## config.mk

```make
export PLATFORM = sky130hd
export DESIGN_NAME = dhcp_reply_parser_top
export DESIGN_NICKNAME = d
export VERILOG_FILES = /design/src/hdl/dhcp_pkg.sv /design/src/hdl/dhcp_parser.sv /design/src/hdl/dhcp_emitter.sv /design/src/hdl/dhcp_reply_parser_top.sv
export SDC_FILE = /design/constraint.sdc
export NUM_CORES = 2
export LEC_CHECK = 0
export ABC_AREA = 0
export BUFFER_PORTS_ARGS = -buffer_cell sky130_fd_sc_hd__buf_2
export CAP_MARGIN = 20
export CORE_MARGIN = 1
export CORE_UTILIZATION = 55
export DETAILED_ROUTE_END_ITERATION = 8
export GPL_ROUTABILITY_DRIVEN = 0
export GPL_TIMING_DRIVEN = 0
export PLACE_DENSITY = 0.74
export REMOVE_ABC_BUFFERS = 1
export SKIP_LAST_GASP = 1
export SLEW_MARGIN = 20
export SYNTH_ARGS = -nofsm -noshare
export SYNTH_HDL_FRONTEND = slang
export SYNTH_SLANG_ARGS = --single-unit
export TNS_END_PERCENT = 5
```

## constraint.sdc

```tcl
create_clock -name clk -period 26.4 [get_ports clk]
set_clock_uncertainty 0.05 [all_clocks]
set_input_delay 5.28 -clock clk [delete_from_list [all_inputs] [get_ports clk]]
set_output_delay 5.28 -clock clk [all_outputs]
set_load 0.05 [all_outputs]
```

## src/hdl/dhcp_pkg.sv

```systemverilog
package dhcp_pkg;

	localparam int MaxDns = 4;
	localparam int DnsIdxW = (MaxDns > 1) ? $clog2(MaxDns) : 1;
	localparam int DnsCntW = $clog2(MaxDns + 1);

	localparam logic [31:0] Cookie = 32'h6382_5363;
	localparam logic [15:0] CookieAt = 16'd236;
	localparam logic [15:0] OptionsAt = 16'd240;

	localparam logic [7:0] OptPad = 8'd0;
	localparam logic [7:0] OptMask = 8'd1;
	localparam logic [7:0] OptRouter = 8'd3;
	localparam logic [7:0] OptDns = 8'd6;
	localparam logic [7:0] OptLease = 8'd51;
	localparam logic [7:0] OptMsgType = 8'd53;
	localparam logic [7:0] OptServerId = 8'd54;
	localparam logic [7:0] OptRenewal = 8'd58;
	localparam logic [7:0] OptRebind = 8'd59;
	localparam logic [7:0] OptEnd = 8'd255;

	localparam logic [3:0] KindStatus = 4'd0;
	localparam logic [3:0] KindMsgType = 4'd1;
	localparam logic [3:0] KindYourAddr = 4'd2;
	localparam logic [3:0] KindDns = 4'd9;

	localparam logic [1:0] StAccepted = 2'd0;
	localparam logic [1:0] StIgnored = 2'd1;
	localparam logic [1:0] StMalformed = 2'd2;

	typedef enum logic [1:0] {
		PH_CODE,
		PH_LEN,
		PH_VALUE,
		PH_AFTER
	} phase_t;

	// One packet summary handed from the parser to the emitter.
	typedef struct packed {
		logic [1:0] status;
		logic [31:0] your_addr;
		logic [6:0][31:0] values;
		logic [6:0] present;
		logic dns_present;
		logic [DnsCntW-1:0] dns_count;
		logic [MaxDns-1:0][31:0] dns;
	} summary_t;

	// Slot in the captured values for four-byte options, zero when none.
	function automatic logic [2:0] slot_of(input logic [7:0] code);
		logic [2:0] s;
		s = 3'd0;
		case (code)
			OptMask: s = 3'd1;
			OptRouter: s = 3'd2;
			OptServerId: s = 3'd3;
			OptLease: s = 3'd4;
			OptRenewal: s = 3'd5;
			OptRebind: s = 3'd6;
			default: s = 3'd0;
		endcase
		return s;
	endfunction

endpackage

```

## src/hdl/dhcp_parser.sv

```systemverilog
module dhcp_parser (
	input logic clk,
	input logic arst_n,
	input logic in_beat,
	input logic [7:0] data_byte,
	input logic last,
	input logic [31:0] expected_xid,
	input logic [47:0] client_mac,
	output logic sum_valid,
	output dhcp_pkg::summary_t sum
);
	import dhcp_pkg::*;

	logic [15:0] pos_q;
	logic [2:0] hflags_q;
	logic [31:0] xid_q, yaddr_q, cookie_q, vshift_q;
	phase_t phase_q;
	logic [7:0] code_q, remain_q;
	logic [6:0][31:0] vals_q;
	logic [MaxDns-1:0][31:0] dns_q;
	logic [6:0] pres_q;
	logic dns_pres_q;
	logic [DnsCntW-1:0] dcnt_q;
	logic err_q, end_q;

	// Next values of the per-byte state.
	logic [2:0] hflags_d;
	logic [31:0] xid_d, yaddr_d, cookie_d, vshift_d;
	phase_t phase_d;
	logic [7:0] code_d, remain_d, want;
	logic [6:0][31:0] vals_d;
	logic [MaxDns-1:0][31:0] dns_d;
	logic [6:0] pres_d;
	logic dns_pres_d;
	logic [DnsCntW-1:0] dcnt_d;
	logic err_d, end_d, bad;
	logic [2:0] slot;
	logic [5:0] macsel;
	logic [1:0] status;

	always_comb begin
		hflags_d = hflags_q;
		xid_d = xid_q;
		yaddr_d = yaddr_q;
		cookie_d = cookie_q;
		vshift_d = vshift_q;
		phase_d = phase_q;
		code_d = code_q;
		remain_d = remain_q;
		vals_d = vals_q;
		dns_d = dns_q;
		pres_d = pres_q;
		dns_pres_d = dns_pres_q;
		dcnt_d = dcnt_q;
		err_d = err_q;
		end_d = end_q;
		bad = 1'b0;
		slot = slot_of(code_q);
		macsel = 6'(8 * (33 - int'(pos_q[5:0])));
		want = 8'(client_mac >> macsel);
		if (pos_q < OptionsAt) begin
			if ((pos_q == 16'd0 && data_byte != 8'd2) || (pos_q == 16'd1 && data_byte != 8'd1)
			    || (pos_q == 16'd2 && data_byte != 8'd6))
				hflags_d[0] = 1'b1;
			if (pos_q >= 16'd4 && pos_q <= 16'd7) begin
				xid_d = {xid_q[23:0], data_byte};
				if (pos_q == 16'd7 && xid_d != expected_xid) hflags_d[1] = 1'b1;
			end
			if (pos_q >= 16'd16 && pos_q <= 16'd19) yaddr_d = {yaddr_q[23:0], data_byte};
			if (pos_q >= 16'd28 && pos_q <= 16'd33 && data_byte != want) hflags_d[1] = 1'b1;
			if (pos_q >= CookieAt) begin
				cookie_d = {cookie_q[23:0], data_byte};
				if (pos_q == OptionsAt - 16'd1 && cookie_d != Cookie) hflags_d[2] = 1'b1;
			end
		end else if (!err_q) begin
			case (phase_q)
				PH_CODE: begin
					if (data_byte == OptEnd) begin
						end_d = 1'b1;
						phase_d = PH_AFTER;
					end else if (data_byte != OptPad) begin
						code_d = data_byte;
						phase_d = PH_LEN;
					end
				end
				PH_LEN: begin
					if (code_q == OptMsgType) begin
						bad = data_byte != 8'd1 || pres_q[0];
					end else if (code_q == OptRouter) begin
						bad = data_byte == 8'd0 || data_byte[1:0] != 2'd0 || pres_q[2];
					end else if (code_q == OptDns) begin
						bad = data_byte == 8'd0 || data_byte[1:0] != 2'd0 || dns_pres_q;
						dns_pres_d = 1'b1;
						dcnt_d = '0;
					end else if (slot != 3'd0) begin
						bad = data_byte != 8'd4 || pres_q[slot];
					end
					if (bad) begin
						err_d = 1'b1;
					end else begin
						remain_d = data_byte;
						vshift_d = '0;
						phase_d = (data_byte != 8'd0) ? PH_VALUE : PH_CODE;
					end
				end
				PH_VALUE: begin
					vshift_d = {vshift_q[23:0], data_byte};
					remain_d = remain_q - 8'd1;
					if (code_q == OptMsgType) begin
						vals_d[0] = {24'd0, data_byte};
						pres_d[0] = 1'b1;
					end else if (remain_d[1:0] == 2'd0) begin
						if (code_q == OptDns) begin
							if (int'(dcnt_q) < MaxDns) begin
								dns_d[DnsIdxW'(dcnt_q)] = vshift_d;
								dcnt_d = dcnt_q + 1'b1;
							end
						end else if (slot != 3'd0 && !pres_q[slot]) begin
							vals_d[slot] = vshift_d;
							pres_d[slot] = 1'b1;
						end
					end
					if (remain_d == 8'd0) phase_d = PH_CODE;
				end
				PH_AFTER: begin
					if (data_byte != 8'd0) err_d = 1'b1;
				end
				default: ;
			endcase
		end
	end

	// Final status in priority order.
	always_comb begin
		if (pos_q < OptionsAt - 16'd1) status = StMalformed;
		else if (hflags_d[0]) status = StIgnored;
		else if (hflags_d[2]) status = StMalformed;
		else if (hflags_d[1]) status = StIgnored;
		else if (err_d || !end_d || !pres_d[0]) status = StMalformed;
		else status = StAccepted;
	end

	// Per-packet state; a last beat clears it for the next payload.
	always_ff @(posedge clk or negedge arst_n) begin
		if (!arst_n) begin
			pos_q <= '0;
			hflags_q <= '0;
			xid_q <= '0;
			yaddr_q <= '0;
			cookie_q <= '0;
			vshift_q <= '0;
			phase_q <= PH_CODE;
			code_q <= '0;
			remain_q <= '0;
			vals_q <= '0;
			dns_q <= '0;
			pres_q <= '0;
			dns_pres_q <= 1'b0;
			dcnt_q <= '0;
			err_q <= 1'b0;
			end_q <= 1'b0;
			sum_valid <= 1'b0;
		end else begin
			sum_valid <= in_beat && last;
			if (in_beat && last) begin
				sum.status <= status;
				sum.your_addr <= yaddr_d;
				sum.values <= vals_d;
				sum.present <= pres_d;
				sum.dns_present <= dns_pres_d;
				sum.dns_count <= dcnt_d;
				sum.dns <= dns_d;
			end
			if (in_beat) begin
				if (last) begin
					pos_q <= '0;
					hflags_q <= '0;
					xid_q <= '0;
					yaddr_q <= '0;
					cookie_q <= '0;
					vshift_q <= '0;
					phase_q <= PH_CODE;
					code_q <= '0;
					remain_q <= '0;
					vals_q <= '0;
					dns_q <= '0;
					pres_q <= '0;
					dns_pres_q <= 1'b0;
					dcnt_q <= '0;
					err_q <= 1'b0;
					end_q <= 1'b0;
				end else begin
					if (pos_q != 16'hffff) pos_q <= pos_q + 16'd1;
					hflags_q <= hflags_d;
					xid_q <= xid_d;
					yaddr_q <= yaddr_d;
					cookie_q <= cookie_d;
					vshift_q <= vshift_d;
					phase_q <= phase_d;
					code_q <= code_d;
					remain_q <= remain_d;
					vals_q <= vals_d;
					dns_q <= dns_d;
					pres_q <= pres_d;
					dns_pres_q <= dns_pres_d;
					dcnt_q <= dcnt_d;
					err_q <= err_d;
					end_q <= end_d;
				end
			end
		end
	end

endmodule

```

## src/hdl/dhcp_emitter.sv

```systemverilog
module dhcp_emitter (
	input logic clk,
	input logic arst_n,
	input logic sum_valid,
	input dhcp_pkg::summary_t sum,
	output logic full,
	output logic out_valid,
	input logic out_ready,
	output logic [3:0] field_kind,
	output logic [2:0] field_index,
	output logic [31:0] field_value,
	output logic end_of_packet
);
	import dhcp_pkg::*;

	localparam int StepW = $clog2(8 + MaxDns + 1);

	// Two-entry summary queue; head is walked one result per beat.
	summary_t q_q [2];
	logic [1:0] cnt_q;
	logic rd_q, wr_q;
	logic [StepW-1:0] step_q;
	summary_t head;
	logic busy;
	logic take, fin, vis;
	logic [StepW-1:0] dstep;

	assign head = q_q[rd_q];
	assign busy = cnt_q != 2'd0;
	assign take = out_valid && out_ready;
	assign dstep = step_q - StepW'(8);

	// The queue counts as full when a summary on its way in would take the last slot.
	assign full = (cnt_q == 2'd2) || (cnt_q == 2'd1 && sum_valid);

	// Is the current step a result that this summary emits?
	always_comb begin
		vis = 1'b0;
		field_kind = KindStatus;
		field_index = '0;
		field_value = '0;
		end_of_packet = 1'b0;
		if (head.status != StAccepted || step_q == StepW'(8 + MaxDns)) begin
			vis = 1'b1;
			field_value = {30'd0, head.status};
			end_of_packet = 1'b1;
		end else if (step_q == '0) begin
			vis = 1'b1;
			field_kind = KindMsgType;
			field_value = head.values[0];
		end else if (step_q == StepW'(1)) begin
			vis = 1'b1;
			field_kind = KindYourAddr;
			field_value = head.your_addr;
		end else if (step_q < StepW'(8)) begin
			vis = head.present[step_q[2:0] - 3'd1];
			field_kind = 4'(step_q) + 4'd1;
			field_value = head.values[step_q[2:0] - 3'd1];
		end else begin
			vis = head.dns_present && (dstep < StepW'(head.dns_count));
			field_kind = KindDns;
			field_index = 3'(dstep);
			field_value = head.dns[DnsIdxW'(dstep)];
		end
	end

	assign out_valid = busy && vis;
	assign fin = busy && vis && end_of_packet && out_ready;

	always_ff @(posedge clk) begin
		if (sum_valid) q_q[wr_q] <= sum;
	end

	always_ff @(posedge clk or negedge arst_n) begin
		if (!arst_n) begin
			cnt_q <= '0;
			rd_q <= 1'b0;
			wr_q <= 1'b0;
			step_q <= '0;
		end else begin
			if (sum_valid) wr_q <= ~wr_q;
			cnt_q <= cnt_q + {1'b0, sum_valid} - {1'b0, fin};
			if (fin) begin
				rd_q <= ~rd_q;
				step_q <= '0;
			end else if (busy && (take || !vis)) begin
				step_q <= step_q + StepW'(1);
			end
		end
	end

	assert property (@(posedge clk) disable iff (!arst_n) cnt_q <= 2'd2)
		else $error("summary queue overflow");
	assert property (@(posedge clk) disable iff (!arst_n)
		out_valid && !out_ready |=> out_valid && $stable(field_value))
		else $error("stalled result changed");
	assert property (@(posedge clk) disable iff (!arst_n)
		fin |=> step_q == '0)
		else $error("step not cleared after status");

endmodule

```

## src/hdl/dhcp_reply_parser_top.sv

```systemverilog
// DHCP reply parser.
// Input channel: one payload byte per beat (data_byte, last) on in_valid/in_ready.
// Output channel: field results (field_kind, field_index, field_value,
// end_of_packet) on out_valid/out_ready. An accepted reply yields message
// type, your address, the present options and the DNS entries, then a
// status result with end_of_packet set; any other reply yields status only.
// Configuration: cfg_we with cfg_index 0 (expected xid) or 1 (client MAC),
// written while idle.
// Bytes are taken one per cycle while in_ready is high. The first result of
// a packet appears once its summary is registered in the parser and then
// written into the emitter queue. The emitter walks one step per cycle while
// the receiver is ready; an absent option or an unused DNS slot costs an idle
// step, so an accepted packet walks 8 + MaxDns + 1 = 13 steps. Packet summaries
// wait in a two-entry queue, so the parser keeps taking bytes while results
// drain; in_ready drops while the queue, counting a summary on its way in,
// holds two packets. A stalled receiver holds the current result unchanged.
// Reset clears all per-packet state, the queue and both registers.
module dhcp_reply_parser_top (
	input logic clk,
	input logic arst_n,
	input logic in_valid,
	output logic in_ready,
	input logic [7:0] data_byte,
	input logic last,
	output logic out_valid,
	input logic out_ready,
	output logic [3:0] field_kind,
	output logic [2:0] field_index,
	output logic [31:0] field_value,
	output logic end_of_packet,
	input logic cfg_we,
	input logic cfg_index,
	input logic [47:0] cfg_data
);
	import dhcp_pkg::*;

	logic [31:0] xid_q;
	logic [47:0] mac_q;
	logic sum_valid, full;
	summary_t sum;

	// Register writes.
	always_ff @(posedge clk or negedge arst_n) begin
		if (!arst_n) begin
			xid_q <= '0;
			mac_q <= '0;
		end else if (cfg_we) begin
			if (cfg_index == 1'b0) xid_q <= cfg_data[31:0];
			else mac_q <= cfg_data;
		end
	end

	// Hold off input bytes while no slot is left for another packet summary.
	assign in_ready = !full;

	dhcp_parser u_parser (
		.clk, .arst_n,
		.in_beat(in_valid && in_ready),
		.data_byte, .last,
		.expected_xid(xid_q), .client_mac(mac_q),
		.sum_valid, .sum
	);

	dhcp_emitter u_emit (
		.clk, .arst_n, .sum_valid, .sum, .full,
		.out_valid, .out_ready, .field_kind, .field_index, .field_value, .end_of_packet
	);

endmodule
```

# ---- Word level (Yosys, flattened, before mapping)
# Memories as Yosys holds them, arrays and structs flattened.
# Index checks and enable logic that the tools add are counted.
dict set report classes {
  mux 148
  shifts 1
  bitwise 4
  add_sub_neg 9
  order_cmp 18
  n_reduce_logical 67
  n_eq_ne 34
}
# operator count
set op_table {}
lappend op_table {{$mux W224} 7}
lappend op_table {{$mux W128} 8}
lappend op_table {{$mux W32} 12}
lappend op_table {{$mux W24} 10}
lappend op_table {{$bwmux W224} 1}
lappend op_table {{$mux W192} 1}
lappend op_table {{$bwmux W128} 1}
lappend op_table {{$bmux W32 S3} 1}
lappend op_table {{$demux W32 S3} 1}
lappend op_table {{$mux W8} 10}
lappend op_table {{$bmux W32 S2} 1}
lappend op_table {{$demux W32 S2} 1}
lappend op_table {{$mux W7} 7}
lappend op_table {{$mux W3} 16}
lappend op_table {{$pmux W24 S2} 1}
lappend op_table {{$shr A48 B6 Y8} 1}
lappend op_table {{$mux W1} 41}
lappend op_table {{$eq A8 B6 Y1 const B} 5}
lappend op_table {{$ge A16 B5 Y1 const B} 2}
lappend op_table {{$lt A16 B8 Y1 const B} 2}
lappend op_table {{$mux W16} 2}
lappend op_table {{$ne A32 B31 Y1 const B} 1}
lappend op_table {{$ne A32 B32 Y1} 1}
lappend op_table {{$mux W2} 12}
lappend op_table {{69 further kinds} 136}
dict set report totals {
  memories 1
  word_cells 330
  ramBits 794
  regBits 992
  output_inout_bits 42
}
# memory words word_bits rd rd_clocked_by_memory_dff write_ports line
set mem_list {}
lappend mem_list {u_emit.q_q 2 397 1 0 1 dhcp_emitter.sv:19} ;# summary_t q_q [2];

# ---- Depth between registers and ports, before layout
dict set report logic_depth {
  word_depth 22
  depth_mapped 15
}

# ---- Hierarchy
# A second synthesis with hierarchy kept.
dict set report unflattened {
  hier_cells 4994
  area_unflattened_um2 73955.9
}
# module area_per_inst_um2 cells_each seq_area_each_um2 n_inst
set modules_own_cells {}
lappend modules_own_cells {dhcp_parser 38956.1 3241 24608.6 1}
lappend modules_own_cells {dhcp_emitter 31800.5 1580 24043.1 1}
lappend modules_own_cells {dhcp_reply_parser_top 3199.3 173 2001.9 1}

# ---- Worst setup path after synthesis
# No wires, ideal clock.
dict set report synth_timing {
  kind {flip-flop to flip-flop}
  start {register u_emit.wr_q}
  end {memory u_emit.q_q[0][0] (netlist bit) (enable)}
  required_time_ps 25138
  slack_ps 7264
  n_path_buf 0
  stages_incl_launch_ff 2
  t_arrival_ps 17874
  period_less_slack_ps 19136
  path_cell_list {dfrtp_1 nor2b_1}
}
# item line
set synth_lines {}
lappend synth_lines {{start: declaration} dhcp_emitter.sv:21} ;# logic rd_q, wr_q;
lappend synth_lines {{start signal: assignment} dhcp_emitter.sv:81} ;# if (sum_valid) wr_q <= ~wr_q;
lappend synth_lines {{end: declaration} dhcp_emitter.sv:19}
# Straight into the memory's write port.

# ---- Worst setup path in the final report
dict set report layout_timing {
  start {register u_emit.step_q[0]}
  end {output field_value[1]}
}
dict set report layout_between {
  elab_chain_len 7
  word_cells_on_any_way 15
  classes_between {2 x add/sub; 1 x order compare; 2 x eq/ne; 8 x mux; 2 x reduce/logical}
}
# item line
set layout_rtl {}
lappend layout_rtl {{start: declaration} dhcp_emitter.sv:22} ;# logic [StepW-1:0] step_q;
lappend layout_rtl {{start signal: assignment} dhcp_emitter.sv:87} ;# step_q <= step_q + StepW'(1);
lappend layout_rtl {{$sub A3 B1 Y3 / $sub A4 B4 Y4 (equally long branches)} {dhcp_emitter.sv:58, dhcp_emitter.sv:31}}
lappend layout_rtl {{$bmux W32 S3 / $bmux W32 S2 (equally long branches)} {dhcp_emitter.sv:58, dhcp_emitter.sv:63}}
lappend layout_rtl {{$mux W32, on equally long branches} {dhcp_emitter.sv:58, dhcp_emitter.sv:63}}
lappend layout_rtl {{$mux W32} dhcp_emitter.sv:55} ;# end else if (step_q < StepW'(8)) begin
lappend layout_rtl {{$mux W32} dhcp_emitter.sv:51} ;# end else if (step_q == StepW'(1)) begin
lappend layout_rtl {{$mux W32} dhcp_emitter.sv:47} ;# end else if (step_q == '0) begin
lappend layout_rtl {{$mux W32 (*)} dhcp_emitter.sv:43} ;# if (head.status != StAccepted || step_q == StepW'(8 + MaxDns)) begin
lappend layout_rtl {{end: declaration} dhcp_reply_parser_top.sv:29} ;# output logic [31:0] field_value,
# Mark *: on every way between the ends. The rest lies on a longest branch, timed or not. The select of a mux whose other input is x is not followed.

==> impl_metrics.yaml <==
setup_path:
  r2r_cells: 11
  path_max_fanout: 37
  start_kind: "flip-flop"
  required_ns: 21.07
  arrival_ns: 6.16
  end_kind: "output port"
  worst-setup-path-type: "reg -> out"
  crit_path_top_delay_cell: "nor2_1"
  path_cells: "buf_16 > inv_4 > buf_12 > ha_4 > buf_16 > nor2_1 > a221oi_1 > a31oi_1 > nor2_1 > a31oi_1 > a21oi_1 > o221ai_1 > buf_2"
  cpPeakStageDelay_ns: 0.84
timing:
  slew_violations: 0
  worst_pin_slew_ns: 1.19
  final-hold-violation-count: 0
  period_share: 0.435
  setup-violations-final: 0
  slew_headroom: 0.207
  finalWorstSetupSlack_ns: 14.92
  fmax_mhz: 87.1
  rsz0062_at_grt: "no"
  fin_crit_ns: 11.49
power_and_ir_drop:
  vdd_drop_max_uv: 81.0
  power_density_nw_per_um2: 102
  leakage_nw: 31.4
grt:
  grt_pass1_vias: 47100
  grt_pass1_wl_um: 294000
  grt_overflow_total: 0
  antenna_found_initial: 9
  grt_max_degree: 104
  grtUsageTotal: 0.293
cells_and_area:
  nNetsFinal: 5304
  syn_to_final_growth_pct: 14.3
  layout.cells.non_filler: 7124
  drive_above_1_share: 0.197
detailed_routing:
  detail-route-antenna-nets: 0
  drc: 0
  wire_per_inst_um: 27.7
  drt_pass1_iterations: 8
  wl_um: 197000
  num_vias: 46400
  routed_via_density: 6.51
  drt-initial-drc-count: 6315
logic_synthesis:
  synth_area_leaders: "edfxtp_1 49%, dfrtp_1 20%, mux2_2 4.7%"
  synthTopCellsByCount: "1,191 x edfxtp_1, 861 x nand2_1, 595 x dfrtp_1, 386 x o21ai_0, 306 x mux2_2"
  synth_top_area_frac: 0.487
  ys_ff_latch: 1786
  synthFlopType: "edfxtp_1"
  synth_area_um2: 73500
  async_flop_share: 0.333
  yosys.cell_types.count: 75
  yosysMostFrequentCell: "edfxtp_1"
  synth_top_area_cell: "edfxtp_1"
  synthCells: 5192
  yosysSeqAreaShare: 0.690
  synth_edf_count: 1191
  avgSynthCellArea_um2: 14.1
  synth_warnings: 0
clocking:
  cts_root_buf: "clkbuf_16"
  htreeDepth: 4
  cts_resized: 0
  cts_buffers: 174
  cts_tree: "yes"
  insertion_delay_ns: 0.80
  path_clk_slew_ns: 0.07
  clock_path_buffers: 3
  postCtsSetupBuffers: 0
  clock-sinks: 1786
  hold_buffers: 0
die:
  core_um2: 132000
  die-height_um: 367
  ioPinCount: 105
  die_area_um2: 135000
  num_rows: 133
  start_util: 0.557
  die_w_um: 367
place:
  dpl_worst_slack_ns: 15.89
  place.detailed.hpwl_um: 122000
  place_inst: 6794
  io_buffers: 104
flow_run:
  cap_violations: 0
hold_path:
  hold_depth: 0
  hold_class: "reg -> reg"
outcome:
  outcome: "complete, no violations"
==> worst paths after layout <==
kind	startpoint	end	slack [ns]
setup / recovery	u_emit.step_q[0]	field_value[1]	14.92
hold / removal	u_parser.sum[11]	u_emit.q_q[1][11]	0.38
setup reg to reg	u_parser.code_q[7]	u_parser.dns_q[114]	21.56
hold reg to reg	u_parser.sum[11]	u_emit.q_q[1][11]	0.38
max in group asynchronous	arst_n	u_parser.dns_q[87]	19.94
min in group asynchronous	arst_n	u_emit.cnt_q[1]	4.32
==> where the power goes <==
part           internal, mW  leakage [nW]  switching [mW]
logic                 0.900          9.87            1.44
clock network          1.43          2.82            1.07
registers              3.45          18.7           0.234
total                  5.78          31.4            2.75
==> flip-flops by register name, indices dropped and copies added, names as in the netlist, 2 cells and up <==
signal             flops
mac_q                 48
u_emit.cnt_q           2
u_emit.q_q           794
u_emit.step_q          4
u_parser.code_q        8
u_parser.cookie_q     24
u_parser.dcnt_q        3
u_parser.dns_q       128
u_parser.hflags_q      3
u_parser.phase_q       2
u_parser.pos_q        16
u_parser.pres_q        7
u_parser.remain_q      8
u_parser.sum         397
u_parser.vals_q      224
u_parser.vshift_q     24
u_parser.xid_q        24
u_parser.yaddr_q      32
xid_q                 32
==> cell usage in the layout (no fill, tap or decap), types with 16 or more instances in the layout <==
cell type,count
o211ai_1,25
buf_16,80
a22o_1,116
and2_1,26
o21ai_0,384
buf_2,103
clkbuf_8,16
nor2b_1,64
clkinv_2,37
clkbuf_1,42
o21ai_2,22
mux4_2,138
ha_1,24
xnor2_1,45
a31oi_1,44
nand4_1,20
a211oi_1,37
a22oi_1,290
clkinv_1,22
edfxtp_1,1191
mux2_2,306
nand3_1,47
a21oi_1,94
mux2i_1,115
clkbuf_16,178
dfrtp_1,590
nand2_1,854
inv_1,22
buf_12,40
nor3_1,26
nor2_1,104
==> metrics by stage <==
stage / TNS (ns) / cell area (µm²) / power, mW / utilization / hold WS (ns)
floorplan: 0 / 71800 / 5.36 / - / 0.371
global placement: -4782.50 / 74500 / 6.31 / 0.565 / 0.372
detailed placement: 0 / 78200 / 6.02 / 0.592 / 0.379
CTS: 0 / 83900 / 8.52 / 0.636 / 0.375
global route: 0 / 83900 / 8.84 / 0.636 / 0.394
finish: 0 / 83900 / 8.52 / 0.636 / 0.381
==> metal layers <==
metal | share of wire | global-route usage
met3 | 0.099 | 0.0576
met1 | 0.37 | 0.382
met2 | 0.48 | 0.471
met4 | 0.049 | 0.143
met5 | 0.00029 | 0
==> cell type report <==
| cell class | count | area (µm²) |
|---|---|---|
| well taps | 1755 | 2200 |
| clock inverters | 90 | 913 |
| clock buffers | 236 | 4830 |
| repair buffers | 250 | 3860 |
| fillers | 9109 | 48000 |
| multi-input cells | 2977 | 21300 |
| inverters | 27 | 108 |
| diodes | 3 | 7.51 |
| flip-flops and latches | 1786 | 50700 |
==> logic make-up (layout without fill, tap and decap cells) <==
logic type / Yosys count / in the layout / share of synthesized area
other: 0 / 3 / 0
muxes: 559 / 559 / 0.105
AOI/OAI and AO/OA: 1085 / 1085 / 0.0970
DFF: 1786 / 1786 / 0.690
xor gates and xnor gates: 61 / 61 / 0.00727
and+or+nand+nor: 1247 / 1247 / 0.0730
buffers and inverters: 429 / 603 / 0.0240
adders and majority gates: 25 / 25 / 0.00426
==> worst max-delay path: cells and delay by family (launching register included) <==
| kind | cells | cell delay, ns |
|---|---|---|
| flip-flops | 1 | 0.71 |
| AND/OR/NAND/NOR | 2 | 0.95 |
| AO/OA/AOI/OAI | 5 | 1.45 |
| buffers and inverters | 5 | 1.70 |
| adder cells (fa/ha/maj) | 1 | 0.37 |
Note: power is estimated with default switching activity, not from simulation.
